--- src/hdl/csrt_pkg.sv ---
// Shared types, constants and codes of the CSR transpose counting-sort block.
package csrt_pkg;

  localparam int MAX_CELLS       = 1024;
  localparam int MAX_CONNECTIONS = 4096;

  localparam int CELL_AW = $clog2(MAX_CELLS);
  localparam int CONN_AW = $clog2(MAX_CONNECTIONS);
  localparam int CNT_W   = CONN_AW + 1;
  localparam int SCAN_W  = CELL_AW + 1;
  localparam int CFG_W   = 11;
  localparam int WELL_W  = 8;
  localparam int OP_W    = 2;
  localparam int STAT_W  = 3;
  localparam int IDX_W   = 13;

  localparam logic [CFG_W-1:0] CELL_COUNT_RESET = CFG_W'(MAX_CELLS);

  localparam logic [OP_W-1:0] OP_ADD      = 2'd0;
  localparam logic [OP_W-1:0] OP_FINISH   = 2'd1;
  localparam logic [OP_W-1:0] OP_READ_PTR = 2'd2;
  localparam logic [OP_W-1:0] OP_READ_ENT = 2'd3;

  localparam logic [STAT_W-1:0] ST_OK         = 3'd0;
  localparam logic [STAT_W-1:0] ST_CELL_RANGE = 3'd1;
  localparam logic [STAT_W-1:0] ST_FULL       = 3'd2;
  localparam logic [STAT_W-1:0] ST_BAD_INDEX  = 3'd3;
  localparam logic [STAT_W-1:0] ST_NOT_DONE   = 3'd4;

  typedef struct packed {
    logic [OP_W-1:0]    operation;
    logic [CELL_AW-1:0] cell_req;
    logic [WELL_W-1:0]  well;
    logic [IDX_W-1:0]   index;
  } req_item_t;

  typedef struct packed {
    logic [STAT_W-1:0]  status;
    logic [CNT_W-1:0]   position;
    logic [WELL_W-1:0]  entry_well;
    logic [CONN_AW-1:0] entry_connection;
  } res_item_t;

  typedef struct packed {
    logic [CELL_AW-1:0] cell_id;
    logic [WELL_W-1:0]  well;
  } conn_word_t;

  typedef struct packed {
    logic [WELL_W-1:0]  well;
    logic [CONN_AW-1:0] conn;
  } map_word_t;

  typedef struct packed {
    logic               we;
    logic [CELL_AW-1:0] waddr;
    logic [CNT_W-1:0]   wdata;
    logic               re;
    logic [CELL_AW-1:0] raddr;
  } cnt_port_t;

  typedef struct packed {
    logic               we;
    logic [CONN_AW-1:0] waddr;
    conn_word_t         wdata;
    logic               re;
    logic [CONN_AW-1:0] raddr;
  } conn_port_t;

  typedef struct packed {
    logic               we;
    logic [CONN_AW-1:0] waddr;
    map_word_t          wdata;
    logic               re;
    logic [CONN_AW-1:0] raddr;
  } map_port_t;

endpackage

--- src/hdl/csrt_ctrl.sv ---
// Sequencer: request decode, counter clear, prefix sum, scatter and result register.
module csrt_ctrl
  import csrt_pkg::*;
(
  input  logic               clk,
  input  logic               rst,
  input  logic               req_valid,
  output logic               req_stall,
  input  req_item_t          req_data,
  output logic               res_valid,
  input  logic               res_stall,
  output res_item_t          res_data,
  input  logic               cfg_we,
  input  logic [CFG_W-1:0]   cfg_data,
  output cnt_port_t          cnt_port,
  input  logic [CNT_W-1:0]   cnt_rdata,
  output conn_port_t         conn_port,
  input  conn_word_t         conn_rdata,
  output map_port_t          map_port,
  input  map_word_t          map_rdata
);

  localparam logic [3:0] S_IDLE     = 4'd0;
  localparam logic [3:0] S_EXEC     = 4'd1;
  localparam logic [3:0] S_CLEAR    = 4'd2;
  localparam logic [3:0] S_ADD_WR   = 4'd3;
  localparam logic [3:0] S_PREFIX   = 4'd4;
  localparam logic [3:0] S_SCAT_RD  = 4'd5;
  localparam logic [3:0] S_SCAT_CNT = 4'd6;
  localparam logic [3:0] S_SCAT_WR  = 4'd7;
  localparam logic [3:0] S_READ_PTR = 4'd8;
  localparam logic [3:0] S_READ_ENT = 4'd9;
  localparam logic [3:0] S_RESULT   = 4'd10;

  logic [3:0]         state;
  logic [CFG_W-1:0]   cell_count;
  logic               finished;
  logic               pending;
  logic [CNT_W-1:0]   total;
  logic [SCAN_W-1:0]  scan;
  logic [CNT_W-1:0]   acc;
  logic [CNT_W-1:0]   k;
  req_item_t          req;
  res_item_t          res;

  logic [CFG_W-1:0]   rows;
  logic               add_ok;
  logic               ptr_ok;
  logic               ent_ok;
  logic               full;

  assign rows = (cell_count > CELL_COUNT_RESET) ? CELL_COUNT_RESET : cell_count;
  assign full = total[CONN_AW];
  assign add_ok = ({1'b0, req.cell_req} < rows) && !full;
  assign ptr_ok = (req.index <= {{(IDX_W - CFG_W){1'b0}}, rows}) && (req.index != '0);
  assign ent_ok = req.index < total;

  assign req_stall = (state != S_IDLE);

  // memory port drive
  always_comb begin
    cnt_port  = '0;
    conn_port = '0;
    map_port  = '0;
    unique case (state)
      S_CLEAR: begin
        cnt_port.we    = 1'b1;
        cnt_port.waddr = scan[CELL_AW-1:0];
        cnt_port.wdata = '0;
      end
      S_EXEC: begin
        unique case (req.operation)
          OP_ADD: begin
            if (!finished && add_ok) begin
              cnt_port.re     = 1'b1;
              cnt_port.raddr  = req.cell_req;
              conn_port.we    = 1'b1;
              conn_port.waddr = total[CONN_AW-1:0];
              conn_port.wdata = '{cell_id: req.cell_req, well: req.well};
            end
          end
          OP_READ_PTR: begin
            if (finished && ptr_ok) begin
              cnt_port.re    = 1'b1;
              cnt_port.raddr = CELL_AW'(req.index - IDX_W'(1));
            end
          end
          OP_READ_ENT: begin
            if (finished && ent_ok) begin
              map_port.re    = 1'b1;
              map_port.raddr = req.index[CONN_AW-1:0];
            end
          end
          default: begin
          end
        endcase
      end
      S_ADD_WR: begin
        cnt_port.we    = 1'b1;
        cnt_port.waddr = req.cell_req;
        cnt_port.wdata = cnt_rdata + CNT_W'(1);
      end
      S_PREFIX: begin
        // read row scan while writing the running sum back to row scan-1
        cnt_port.re    = !scan[CELL_AW];
        cnt_port.raddr = scan[CELL_AW-1:0];
        cnt_port.we    = (scan != '0);
        cnt_port.waddr = CELL_AW'(scan - SCAN_W'(1));
        cnt_port.wdata = acc;
      end
      S_SCAT_RD: begin
        conn_port.re    = (k != total);
        conn_port.raddr = k[CONN_AW-1:0];
      end
      S_SCAT_CNT: begin
        cnt_port.re    = 1'b1;
        cnt_port.raddr = conn_rdata.cell_id;
      end
      S_SCAT_WR: begin
        map_port.we    = 1'b1;
        map_port.waddr = cnt_rdata[CONN_AW-1:0];
        map_port.wdata = '{well: conn_rdata.well, conn: k[CONN_AW-1:0]};
        cnt_port.we    = 1'b1;
        cnt_port.waddr = conn_rdata.cell_id;
        cnt_port.wdata = cnt_rdata + CNT_W'(1);
      end
      default: begin
      end
    endcase
  end

  always_ff @(posedge clk) begin
    if (rst) begin
      state      <= S_CLEAR;
      cell_count <= CELL_COUNT_RESET;
      finished   <= 1'b0;
      pending    <= 1'b0;
      total      <= '0;
      scan       <= '0;
      res_valid  <= 1'b0;
    end else begin
      if (cfg_we) begin
        cell_count <= cfg_data;
      end
      if (res_valid && !res_stall) begin
        res_valid <= 1'b0;
      end

      unique case (state)
        S_IDLE: begin
          if (req_valid) begin
            req   <= req_data;
            state <= S_EXEC;
          end
        end
        S_EXEC: begin
          res <= '0;
          unique case (req.operation)
            OP_ADD: begin
              if (finished) begin
                // new batch: clear counters, then run this add again
                finished <= 1'b0;
                total    <= '0;
                pending  <= 1'b1;
                scan     <= '0;
                state    <= S_CLEAR;
              end else if ({1'b0, req.cell_req} >= rows) begin
                res.status <= ST_CELL_RANGE;
                state      <= S_RESULT;
              end else if (full) begin
                res.status <= ST_FULL;
                state      <= S_RESULT;
              end else begin
                state <= S_ADD_WR;
              end
            end
            OP_FINISH: begin
              if (finished) begin
                res.position <= total;
                state        <= S_RESULT;
              end else begin
                scan  <= '0;
                acc   <= '0;
                state <= S_PREFIX;
              end
            end
            OP_READ_PTR: begin
              if (!finished) begin
                res.status <= ST_NOT_DONE;
                state      <= S_RESULT;
              end else if (req.index > {{(IDX_W - CFG_W){1'b0}}, rows}) begin
                res.status <= ST_BAD_INDEX;
                state      <= S_RESULT;
              end else if (req.index == '0) begin
                state <= S_RESULT;
              end else begin
                state <= S_READ_PTR;
              end
            end
            OP_READ_ENT: begin
              if (!finished) begin
                res.status <= ST_NOT_DONE;
                state      <= S_RESULT;
              end else if (!ent_ok) begin
                res.status <= ST_BAD_INDEX;
                state      <= S_RESULT;
              end else begin
                state <= S_READ_ENT;
              end
            end
            default: begin
            end
          endcase
        end
        S_CLEAR: begin
          scan <= scan + SCAN_W'(1);
          if (scan[CELL_AW-1:0] == '1) begin
            scan    <= '0;
            pending <= 1'b0;
            state   <= pending ? S_EXEC : S_IDLE;
          end
        end
        S_ADD_WR: begin
          total <= total + CNT_W'(1);
          state <= S_RESULT;
        end
        S_PREFIX: begin
          if (scan != '0) begin
            acc <= acc + cnt_rdata;
          end
          scan <= scan + SCAN_W'(1);
          if (scan == SCAN_W'(MAX_CELLS)) begin
            k     <= '0;
            state <= S_SCAT_RD;
          end
        end
        S_SCAT_RD: begin
          if (k == total) begin
            finished     <= 1'b1;
            res.position <= total;
            state        <= S_RESULT;
          end else begin
            state <= S_SCAT_CNT;
          end
        end
        S_SCAT_CNT: begin
          state <= S_SCAT_WR;
        end
        S_SCAT_WR: begin
          k     <= k + CNT_W'(1);
          state <= S_SCAT_RD;
        end
        S_READ_PTR: begin
          res.position <= cnt_rdata;
          state        <= S_RESULT;
        end
        S_READ_ENT: begin
          res.entry_well       <= map_rdata.well;
          res.entry_connection <= map_rdata.conn;
          state                <= S_RESULT;
        end
        S_RESULT: begin
          // hold until the output register is free
          if (!res_valid || !res_stall) begin
            res_data  <= res;
            res_valid <= 1'b1;
            state     <= S_IDLE;
          end
        end
        default: begin
          state <= S_IDLE;
        end
      endcase
    end
  end

endmodule

--- config.mk ---
export PLATFORM = sky130hd
export DESIGN_NAME = csrt_ctrl
export DESIGN_NICKNAME = d
export VERILOG_FILES = /design/src/hdl/csrt_pkg.sv /design/src/hdl/csrt_ctrl.sv
export SDC_FILE = /design/constraint.sdc
export NUM_CORES = 1
export LEC_CHECK = 0
export BUFFER_PORTS_ARGS = -buffer_cell sky130_fd_sc_hd__buf_2
export CAP_MARGIN = 20
export CORE_AREA = 10 10 160 162
export CTS_BUF_LIST = sky130_fd_sc_hd__clkbuf_4 sky130_fd_sc_hd__clkbuf_8
export CTS_CLUSTER_DIAMETER = 100
export DETAILED_ROUTE_END_ITERATION = 10
export DIE_AREA = 0 0 170 172
export GPL_TIMING_DRIVEN = 0
export PLACE_DENSITY = 0.78
export REMOVE_ABC_BUFFERS = 1
export SYNTH_ARGS = -nofsm -noshare
export SYNTH_HDL_FRONTEND = slang
export SYNTH_SLANG_ARGS = --single-unit
export TNS_END_PERCENT = 100
--- constraint.sdc ---
create_clock -name clk -period 11.8 [get_ports clk]
set_input_delay 1.18 -clock clk [delete_from_list [all_inputs] [get_ports clk]]
set_output_delay 1.18 -clock clk [all_outputs]
set_load 0.05 [all_outputs]
== After elaboration in Yosys (flattened, before gate mapping) ==
Cells that the tools add are included.
Word-level totals
  register bits: 173
  bits of input ports: 100
  output and inout port bits: 163
  word-level logic and storage cells: 172
Operators by class
  add/subtract/negate cells: 7
  magnitude comparators: 6
  equal/unequal tests: 30
  muxes and demuxes: 68
  bitwise gates (word level): 1
  reductions and logical operators: 39
Operators with widths (number)
  $mux W13: 13
  $pmux W24 S4: 1
  $mux W31: 3
  $pmux W13 S2: 3
  $mux W11: 6
  $pmux W11 S3: 2
  $pmux W11 S2: 2
  $pmux W20 S2: 1
  $add A13 B1 Y13 const B: 3
  $pmux W13 S3: 1
  $mux W4: 9
  $pmux W4 S9: 1
  $mux W33: 1
  $mux W2: 10
  $sub A10 B1 Y10 const B: 2
  $reduce_and A3 Y1: 6
  $eq A4 B3 Y1 const B: 4
  $ne A2 B2 Y1 const B: 8
  $pmux W4 S4: 1
  $add A13 B13 Y13: 1
  $eq A13 B13 Y1: 1
  $gt A13 B11 Y1: 1
  $le A13 B11 Y1: 1
  $logic_not A13 Y1: 1
  35 further kinds: 69

== Depth between registers and ports, before layout ==
Gate-level depths: netlist (run 1).
  depth after elaboration: 8
  depth in mapped cells: 11
  depth with buffers taken out: 9

== Worst setup path after synthesis (run 1) ==
Ideal clock, no wire load.
  kind: input-to-reg
  from: in rst
  to: reg res_data[0] in the netlist's numbering, enable pin
  setup time: 0.482 ns
  arrival: 4.091 ns
  data required time: 11.318 ns
  slack: 7.227 ns
  cell stages on the path: 2
  buffers on the path: 1
  cells stage by stage: clkbuf_1 > nor3b_1
Between the ends
  cells in the longest elaborated chain, start to end: 2
RTL lines
  start: declaration: RTL line csrt_ctrl.sv:6  | input logic rst,
  $not A1 Y1 (no source line)
  $reduce_and A3 Y1 (no source line)
  end signal: assignment: RTL line csrt_ctrl.sv:265  | res_data <= res;
  end: declaration: RTL line csrt_ctrl.sv:12  | output res_item_t res_data,
Every way passes these cells.
A chain may end at the register's enable or synchronous reset.

==> results of run 1 <==
[flip-flops by register name, summed over array words and instances, names as in the netlist]
name	count
pending	1
finished	1
res_data	36
res_valid	1
acc	13
req	33
scan	11
k	13
state	4
cell_count	11
total	13
res	36
[metrics by stage]
stage / setup slack, ns / cells / total power, mW / cell area (µm²) / hold slack, ns
after floorplan: 7.347 / 934 / 0.8239 / 9713 / 0.4003
after global placement: 5.446 / 1481 / 0.8882 / 11380 / 0.4003
after detailed placement: 7.492 / 1493 / 0.8953 / 11580 / 0.4045
after CTS: 6.943 / 1525 / 1.338 / 12020 / 0.4311
after global routing: 6.637 / 1527 / 1.388 / 12040 / 0.4463
final: 6.872 / 1527 / 1.335 / 12040 / 0.4298
[synth_stat cells (3+ instances only)]
cell type,n,area (µm²)
sky130_fd_sc_hd__ha_1,52,650.6
sky130_fd_sc_hd__xor2_1,30,262.8
sky130_fd_sc_hd__nand4_1,12,75.07
sky130_fd_sc_hd__xnor2_1,39,341.6
sky130_fd_sc_hd__nor3b_1,5,37.54
sky130_fd_sc_hd__or3_1,5,31.28
sky130_fd_sc_hd__or2_2,5,31.28
sky130_fd_sc_hd__mux2i_1,11,110.1
sky130_fd_sc_hd__a21o_1,7,52.55
sky130_fd_sc_hd__o211ai_1,6,45.04
sky130_fd_sc_hd__nor3_1,27,135.1
sky130_fd_sc_hd__and4_1,5,43.79
sky130_fd_sc_hd__nor2b_1,10,62.56
sky130_fd_sc_hd__clkbuf_1,44,165.2
sky130_fd_sc_hd__a31o_2,3,26.28
sky130_fd_sc_hd__a222oi_1,4,40.04
sky130_fd_sc_hd__and3_1,12,75.07
sky130_fd_sc_hd__nor4_1,5,31.28
sky130_fd_sc_hd__a22o_1,21,183.9
sky130_fd_sc_hd__nand2_1,68,255.2
sky130_fd_sc_hd__edfxtp_1,131,3934
sky130_fd_sc_hd__nand3b_1,3,22.52
sky130_fd_sc_hd__inv_1,35,131.4
sky130_fd_sc_hd__a31oi_1,4,25.02
sky130_fd_sc_hd__nand3_1,26,130.1
sky130_fd_sc_hd__a21oi_1,48,240.2
sky130_fd_sc_hd__nor2_1,84,315.3
sky130_fd_sc_hd__o21ai_0,58,290.3
sky130_fd_sc_hd__buf_2,6,30.03
sky130_fd_sc_hd__or4_1,3,22.52
sky130_fd_sc_hd__buf_1,4,15.01
sky130_fd_sc_hd__dfxtp_1,42,840.8
sky130_fd_sc_hd__nand2b_1,8,50.05
sky130_fd_sc_hd__o21a_1,9,67.56
sky130_fd_sc_hd__a211oi_1,13,97.59
sky130_fd_sc_hd__and2_1,108,675.7
[where the power goes]
| part | internal [mW] | leakage [nW] | total, mW | switching, mW |
|---|---|---|---|---|
| registers | 0.663 | 1.53 | 0.689 | 0.0261 |
| clock network | 0.169 | 0.217 | 0.450 | 0.282 |
| logic | 0.0728 | 3.22 | 0.196 | 0.123 |
| total | 0.904 | 4.97 | 1.33 | 0.431 |
[worst max-delay path, cell delays in order, from the launching register on]
cell and delay, ns:
sky130_fd_sc_hd__dfxtp_1 0.35, sky130_fd_sc_hd__inv_1 0.26, sky130_fd_sc_hd__nand2_1 0.16, sky130_fd_sc_hd__ha_1 0.35, sky130_fd_sc_hd__nand4_1 0.12, sky130_fd_sc_hd__or4_1 0.54, sky130_fd_sc_hd__o211ai_1 0.19, sky130_fd_sc_hd__nand4_1 0.45
sky130_fd_sc_hd__o21ai_0 0.50, sky130_fd_sc_hd__buf_2 0.35
[layer usage]
| layer | vias to the layer above | track usage, % | wire [µm] |
|---|---|---|---|
| li1 | 4036 | - | - |
| met1 | 4009 | 26.59 | 12900 |
| met2 | 476 | 32.28 | 13620 |
| met3 | 58 | 5.905 | 3320 |
| met4 | 0 | 7.437 | 762 |
| met5 | - | 0 | 0 |
[layout make-up]
cell class,count,share of cell area [%]
Multi-Input combinational cell,726,40.28
Sequential cell,173,39.66
Timing Repair Buffer,276,12.31
Tap cell,285,2.962
Clock buffer,17,1.944
Clock inverter,15,1.757
Inverter,35,1.091
[logic make-up after synthesis]
family	count (synthesis)	synth area share, %
buffers and inverters	91	3.600
adder cells (fa/ha/maj)	53	6.747
AND/OR/NAND/NOR	395	21.14
XOR/XNOR	69	6.080
multiplexers	11	1.108
flip-flops	173	48.04
AO/OA/AOI/OAI	198	13.29
[path summary, 6_finish.rpt]
path         slack, ns                        start  cells after the start                      to
min reg2reg       0.43            res[22]$_DFFE_PP_                      0  res_data[22]$_DFFE_PP_
max reg2reg       8.49           k[1]$_SDFFCE_PN0P_                      6       res[21]$_DFFE_PP_
min               0.43            res[22]$_DFFE_PP_                      0  res_data[22]$_DFFE_PP_
max               6.87  cell_count[10]$_SDFFE_PP1P_                      9             cnt_port[8]
==> report_table.html, run 1 <==
<table>
<tr><th>Metric</th><th>Value</th></tr>
<tr><th colspan="2">Timing</th></tr>
<tr><td>Max Clk Rate</td><td>202.9 MHz</td></tr>
<tr><td>Transition time of the tightest slew-check pin</td><td>1.039 ns</td></tr>
<tr><td>Rel. slew slack</td><td>30.58%</td></tr>
<tr><td>Time the worst path needs with I/O delays and setup</td><td>about 4.9 ns</td></tr>
<tr><td>Setup Viol. Count Final</td><td>0</td></tr>
<tr><td>Fin Setup TNS</td><td>0 ns</td></tr>
<tr><td>Number of failing hold endpoints at the final stage</td><td>0</td></tr>
<tr><td>Unrepaired setup endpoints after global routing</td><td>no</td></tr>
<tr><td>Max Transition Viols Final</td><td>0</td></tr>
<tr><td>Layout Skew</td><td>roughly 0.014 ns</td></tr>
<tr><td>Final period utilization</td><td>41.76%</td></tr>
<tr><th colspan="2">Floorplan</th></tr>
<tr><td>Die X</td><td>170 µm</td></tr>
<tr><td>Number of top-level pins</td><td>263</td></tr>
<tr><td>Total number of placement rows</td><td>55</td></tr>
<tr><td>Starting density of the core</td><td>around 44%</td></tr>
<tr><td>Core Area</td><td>22370 µm²</td></tr>
<tr><td>Die footprint</td><td>29240 µm²</td></tr>
<tr><td>Die span in y</td><td>172 µm</td></tr>
<tr><th colspan="2">Layout</th></tr>
<tr><td>Filler Cells Inserted</td><td>1999</td></tr>
<tr><td>Leading cell types in the layout, fill and taps excluded</td><td>sky130_fd_sc_hd__buf_2, sky130_fd_sc_hd__edfxtp_1, sky130_fd_sc_hd__and2_1</td></tr>
<tr><td>Layout cells sized above 1</td><td>26.89%</td></tr>
<tr><td>Diode insertion count for antenna repair</td><td>0</td></tr>
<tr><td>Leading cell type in the layout, fill and taps excluded</td><td>sky130_fd_sc_hd__buf_2</td></tr>
<tr><td>Synth-to-Final Area Change</td><td>21.11%</td></tr>
<tr><td>Number of nets in the finished design</td><td>1382</td></tr>
<tr><td>Utilization after layout</td><td>53.82%</td></tr>
<tr><td>Area occupied by multi-input gates</td><td>4848 µm²</td></tr>
<tr><td>Area occupied by registers</td><td>~4800 µm²</td></tr>
<tr><th colspan="2">Yosys</th></tr>
<tr><td>Number of synthesized flops with an enable pin</td><td>131</td></tr>
<tr><td>Cell area after synthesis</td><td>about 10000 µm²</td></tr>
<tr><td>Sequential element share of the synthesized area</td><td>between 40% and 50%</td></tr>
<tr><td>Number of unique standard cell types used by synthesis</td><td>64</td></tr>
<tr><td>Synth Warn #</td><td>0</td></tr>
<tr><td>Number of standard cells after synthesis</td><td>slightly below 1000</td></tr>
<tr><td>Synthesized area per cell</td><td>10.04 µm²</td></tr>
<tr><td>Share of flip-flops with an asynchronous set or reset after synthesis</td><td>0%</td></tr>
<tr><td>Dominant register cell in the synthesized netlist</td><td>sky130_fd_sc_hd__edfxtp_1</td></tr>
<tr><td>Number of storage elements in the synthesis netlist</td><td>approximately 170</td></tr>
<tr><th colspan="2">Route</th></tr>
<tr><td>Wire length per cell after detailed routing</td><td>20.04 µm</td></tr>
<tr><td>Number of detailed-routing iterations run before antenna repair</td><td>5</td></tr>
<tr><td>DRC viols</td><td>0</td></tr>
<tr><td>Final antenna-violating net count</td><td>0</td></tr>
<tr><td>Per-cell via count in the routed design</td><td>5.618</td></tr>
<tr><td>Number of DRC markers in iteration 0</td><td>just over 800</td></tr>
<tr><td>Via count</td><td>8579</td></tr>
<tr><td>Routed Wire Length</td><td>30.61 mm</td></tr>
<tr><th colspan="2">Clock network</th></tr>
<tr><td>H-tree level count</td><td>4</td></tr>
<tr><td>Resize count post-CTS</td><td>0</td></tr>
<tr><td>Clock buffer depth</td><td>2</td></tr>
<tr><td>Hold-fix buffers at CTS</td><td>0</td></tr>
<tr><td>Insertion delay of the later-clocked pin in the worst-skew pair</td><td>0.49 ns</td></tr>
<tr><td>Number of clock sinks</td><td>173</td></tr>
<tr><td>Root Buffer</td><td>sky130_fd_sc_hd__clkbuf_8</td></tr>
<tr><td>TritonCTS clock tree</td><td>built</td></tr>
<tr><td>Total clock buffers created by CTS</td><td>17</td></tr>
<tr><td>Register clock-pin slew on the reported worst setup and hold paths</td><td>0.11 ns</td></tr>
<tr><td>Setup repair bufs after CTS</td><td>0</td></tr>
<tr><th colspan="2">Setup path</th></tr>
<tr><td>Critical path peak fanout</td><td>11</td></tr>
<tr><td>Critical path launch point type</td><td>flip-flop</td></tr>
<tr><td>Critical path endpoint category</td><td>output pin</td></tr>
<tr><td>Required time of the critical path</td><td>10.62 ns</td></tr>
<tr><td>Arr. time, crit path</td><td>3.75 ns</td></tr>
<tr><td>Crit Path Class</td><td>flip-flop to output pin</td></tr>
<tr><th colspan="2">Power</th></tr>
<tr><td>Power per cell area</td><td>110.9 nW/µm²</td></tr>
<tr><td>Leakage dissipation</td><td>4.974 nW</td></tr>
<tr><td>Highest ir drop seen on vdd</td><td>0.07146 mV</td></tr>
<tr><th colspan="2">Global routing</th></tr>
<tr><td>Grt ovf</td><td>0</td></tr>
<tr><td>Via count of the first global-routing pass</td><td>8530</td></tr>
<tr><td>Global-route wire length before repair</td><td>47.15 mm</td></tr>
<tr><td>Pin count of the biggest net entering global routing</td><td>31</td></tr>
<tr><td>Number of antenna violations at the first check in global routing</td><td>0</td></tr>
<tr><td>GRT Util Overall</td><td>20.60%</td></tr>
<tr><th colspan="2">Run</th></tr>
<tr><td>MaxCap Viol Count</td><td>0</td></tr>
<tr><th colspan="2">Place</th></tr>
<tr><td>DPL Wire Length</td><td>23.62 mm</td></tr>
<tr><td>Number of port buffers</td><td>about 260</td></tr>
<tr><td>Placer congestion estimate</td><td>between 0.9 and 1</td></tr>
<tr><th colspan="2">Run status</th></tr>
<tr><td>Run status</td><td>complete, no violations</td></tr>
<tr><th colspan="2">Hold path</th></tr>
<tr><td>Hold Crit Class</td><td>flip-flop to flip-flop</td></tr>
</table>
(Power assumes the default switching activity.)
==> inputs of run 2 (changes only) <==
Settings changed: PLACE_DENSITY 0.78 to 0.81.
Clock period 11.8 ns to 4.5 ns, I/O delays scaled along.
==> report_table.html, run 2 (synthesized netlist as in run 1, its figures left out) <==
<table>
<tr><th>Metric</th><th>Value</th></tr>
<tr><th colspan="2">Run status</th></tr>
<tr><td>Run status</td><td>complete, no violations</td></tr>
<tr><th colspan="2">Global routing</th></tr>
<tr><td>GRT Util Overall</td><td>20.60% (about the same)</td></tr>
<tr><td>Global-route wire length before repair</td><td>47.20 mm (+0.10%)</td></tr>
<tr><td>Number of antenna violations at the first check in global routing</td><td>2 (+2)</td></tr>
<tr><td>Grt ovf</td><td>0 (unchanged)</td></tr>
<tr><td>Via count of the first global-routing pass</td><td>8544 (+0.16%)</td></tr>
<tr><td>Pin count of the biggest net entering global routing</td><td>33 (+6.5%)</td></tr>
<tr><th colspan="2">Timing</th></tr>
<tr><td>Rel. slew slack</td><td>27.19% (-3.4 points)</td></tr>
<tr><td>Layout Skew</td><td>0.02162 ns (+0.007782 ns)</td></tr>
<tr><td>Unrepaired setup endpoints after global routing</td><td>no</td></tr>
<tr><td>Time the worst path needs with I/O delays and setup</td><td>4.153 ns</td></tr>
<tr><td>Transition time of the tightest slew-check pin</td><td>1.092 ns (+0.05288 ns)</td></tr>
<tr><td>Final period utilization</td><td>92.30%</td></tr>
<tr><td>Max Transition Viols Final</td><td>0 (unchanged)</td></tr>
<tr><td>Setup Viol. Count Final</td><td>0 (unchanged)</td></tr>
<tr><td>Fin Setup TNS</td><td>0 ns (unchanged)</td></tr>
<tr><td>Max Clk Rate</td><td>240.8 MHz</td></tr>
<tr><td>Number of failing hold endpoints at the final stage</td><td>0 (unchanged)</td></tr>
<tr><th colspan="2">Clock network</th></tr>
<tr><td>TritonCTS clock tree</td><td>built</td></tr>
<tr><td>H-tree level count</td><td>4 (unchanged)</td></tr>
<tr><td>Setup repair bufs after CTS</td><td>0 (unchanged)</td></tr>
<tr><td>Total clock buffers created by CTS</td><td>17 (unchanged)</td></tr>
<tr><td>Clock buffer depth</td><td>2 (unchanged)</td></tr>
<tr><td>Root Buffer</td><td>sky130_fd_sc_hd__clkbuf_8</td></tr>
<tr><td>Insertion delay of the later-clocked pin in the worst-skew pair</td><td>0.48 ns (about the same)</td></tr>
<tr><td>Register clock-pin slew on the reported worst setup and hold paths</td><td>0.10 ns (about the same)</td></tr>
<tr><td>Number of clock sinks</td><td>173 (unchanged)</td></tr>
<tr><td>Hold-fix buffers at CTS</td><td>0 (unchanged)</td></tr>
<tr><td>Resize count post-CTS</td><td>0 (unchanged)</td></tr>
<tr><th colspan="2">Route</th></tr>
<tr><td>Per-cell via count in the routed design</td><td>5.589 (-0.51%)</td></tr>
<tr><td>Number of detailed-routing iterations run before antenna repair</td><td>5 (unchanged)</td></tr>
<tr><td>Final antenna-violating net count</td><td>0 (unchanged)</td></tr>
<tr><td>DRC viols</td><td>0 (unchanged)</td></tr>
<tr><td>Number of DRC markers in iteration 0</td><td>832 (+1.1%)</td></tr>
<tr><td>Via count</td><td>8546 (-0.38%)</td></tr>
<tr><td>Wire length per cell after detailed routing</td><td>20.05 µm (about the same)</td></tr>
<tr><td>Routed Wire Length</td><td>30.66 mm (+0.15%)</td></tr>
<tr><th colspan="2">Setup path</th></tr>
<tr><td>Critical path peak fanout</td><td>11 (unchanged)</td></tr>
<tr><td>Critical path endpoint category</td><td>output pin</td></tr>
<tr><td>Arr. time, crit path</td><td>3.70 ns (-0.05 ns)</td></tr>
<tr><td>Critical-path cell with the highest stage delay</td><td>sky130_fd_sc_hd__or4_1</td></tr>
<tr><td>Crit Path Class</td><td>flip-flop to output pin</td></tr>
<tr><td>Most frequent cell on the critical path</td><td>sky130_fd_sc_hd__nand4_1</td></tr>
<tr><td>Required time of the critical path</td><td>4.05 ns (-6.57 ns)</td></tr>
<tr><td>Max stage delay on crit path</td><td>0.54 ns (about the same)</td></tr>
<tr><td>Critical path launch point type</td><td>flip-flop</td></tr>
<tr><td>Crit path cell chain</td><td>inv_1 -&gt; nand2_1 -&gt; ha_1 -&gt; nand4_1 -&gt; or4_1 -&gt; o211ai_1 -&gt; nand4_1 -&gt; o21ai_0 -&gt; buf_2</td></tr>
<tr><th colspan="2">Layout</th></tr>
<tr><td>Number of nets in the finished design</td><td>1384 (+0.14%)</td></tr>
<tr><td>Synth-to-Final Area Change</td><td>21.10% (about the same)</td></tr>
<tr><td>Layout cells sized above 1</td><td>27.01% (+0.12 points)</td></tr>
<tr><td>Registers with the most flip-flops</td><td>res (36), res_data (36), req (33)</td></tr>
<tr><td>Diode insertion count for antenna repair</td><td>0 (unchanged)</td></tr>
<tr><td>Leading cell type in the layout, fill and taps excluded</td><td>sky130_fd_sc_hd__buf_2</td></tr>
<tr><td>Leading cell types in the layout, fill and taps excluded</td><td>sky130_fd_sc_hd__buf_2, sky130_fd_sc_hd__edfxtp_1, sky130_fd_sc_hd__and2_1</td></tr>
<tr><td>Post-route non-filler standard cell count</td><td>1529 (+0.13%)</td></tr>
<tr><th colspan="2">Run</th></tr>
<tr><td>MaxCap Viol Count</td><td>0 (unchanged)</td></tr>
<tr><th colspan="2">Hold path</th></tr>
<tr><td>Hold Crit Class</td><td>input port to flip-flop</td></tr>
<tr><th colspan="2">Power</th></tr>
<tr><td>Leakage dissipation</td><td>4.979 nW (about the same)</td></tr>
<tr><td>Highest ir drop seen on vdd</td><td>0.2142 mV (+200%)</td></tr>
<tr><td>Power per cell area</td><td>286.6 nW/µm² (+160%)</td></tr>
<tr><th colspan="2">Floorplan</th></tr>
<tr><td>Die X</td><td>170 µm (unchanged)</td></tr>
<tr><td>Die footprint</td><td>29240 µm² (unchanged)</td></tr>
<tr><td>Core Area</td><td>22370 µm² (unchanged)</td></tr>
<tr><td>Starting density of the core</td><td>44.44% (unchanged)</td></tr>
<tr><td>Number of top-level pins</td><td>263 (unchanged)</td></tr>
<tr><td>Die span in y</td><td>172 µm (unchanged)</td></tr>
<tr><td>Total number of placement rows</td><td>55 (unchanged)</td></tr>
<tr><th colspan="2">Place</th></tr>
<tr><td>Placer congestion estimate</td><td>0.8822 (-4.3%)</td></tr>
<tr><td>Number of cells after detailed placement</td><td>1494 (+0.067%)</td></tr>
<tr><td>Number of port buffers</td><td>262 (unchanged)</td></tr>
<tr><td>DPL Wire Length</td><td>23.79 mm (+0.72%)</td></tr>
</table>
run 2: cell types whose count changed in the layout (fill, tap and decap cells not counted):
| cell | change |
|---|---|
| sky130_fd_sc_hd__buf_6 | +5 |
| sky130_fd_sc_hd__clkinv_8 | -3 |
| sky130_fd_sc_hd__inv_6 | +3 |
| sky130_fd_sc_hd__buf_4 | -2 |
| sky130_fd_sc_hd__buf_8 | -1 |
| sky130_fd_sc_hd__inv_12 | -1 |
| sky130_fd_sc_hd__inv_8 | +1 |
run 2: path summary, 6_finish.rpt:
path                                                   from                      to  slack (ns)  cells after the start
worst max-delay path            cell_count[10]$_SDFFE_PP1P_             cnt_port[8]        0.35                      9
worst min-delay path                           req_data[28]       req[28]$_DFFE_PP_        0.14                      1
worst max register to register        state[2]$_SDFFE_PP0P_    acc[1]$_SDFFCE_PN0P_        1.41                      5
worst min register to register            res[33]$_DFFE_PP_  res_data[33]$_DFFE_PP_        0.42                      0
run 2: through the flow:
stage	hold WS, ns	cell area [µm²]	total power, mW	setup WS (ns)	utilization, %
2_1_floorplan	0.4003	9713	2.160	0.1491	-
3_3_place_gp	0.4003	11380	2.326	-1.207	50.89
3_5_place_dp	0.4045	11580	2.349	0.8528	51.78
4_1_cts	0.1154	12000	3.462	0.2875	53.65
5_1_grt	0.1124	12040	3.603	0.06050	53.82
6_report	0.1439	12040	3.449	0.3466	53.82
run 2: area by class of cell:
class,instances,area (µm²)
clock buffers,17,234.0
clock inverters,15,183.9
fillers,1953,10330
inverters,35,131.4
multi-input cells,726,4848
flip-flops and latches,173,4775
well taps,285,356.6
repair buffers,278,1508
run 2: critical path, delay by kind of cell, from the launching register on:
kind                       cells  cell delay [ns]
AOI/OAI and AO/OA              2             0.68
adders and majority gates      1             0.35
buffers and inverters          2             0.61
DFF                            1             0.36
and+or+nand+nor                4             1.24
run 2: where the power goes:
part | internal (mW) | switching [mW] | total, mW
clock | 0.431 | 0.696 | 1.13
combinational | 0.192 | 0.322 | 0.515
sequential | 1.74 | 0.0705 | 1.81
run 2: routing by layer:
metal  global-route usage, %  vias to the layer above  share of wire, %
met2                   33.21                      447                45
met5                       0                        -             0.046
met3                   5.837                       50                11
met4                   6.140                        4               1.7
met1                   26.35                     3994                43
li1                        -                     4051                 -
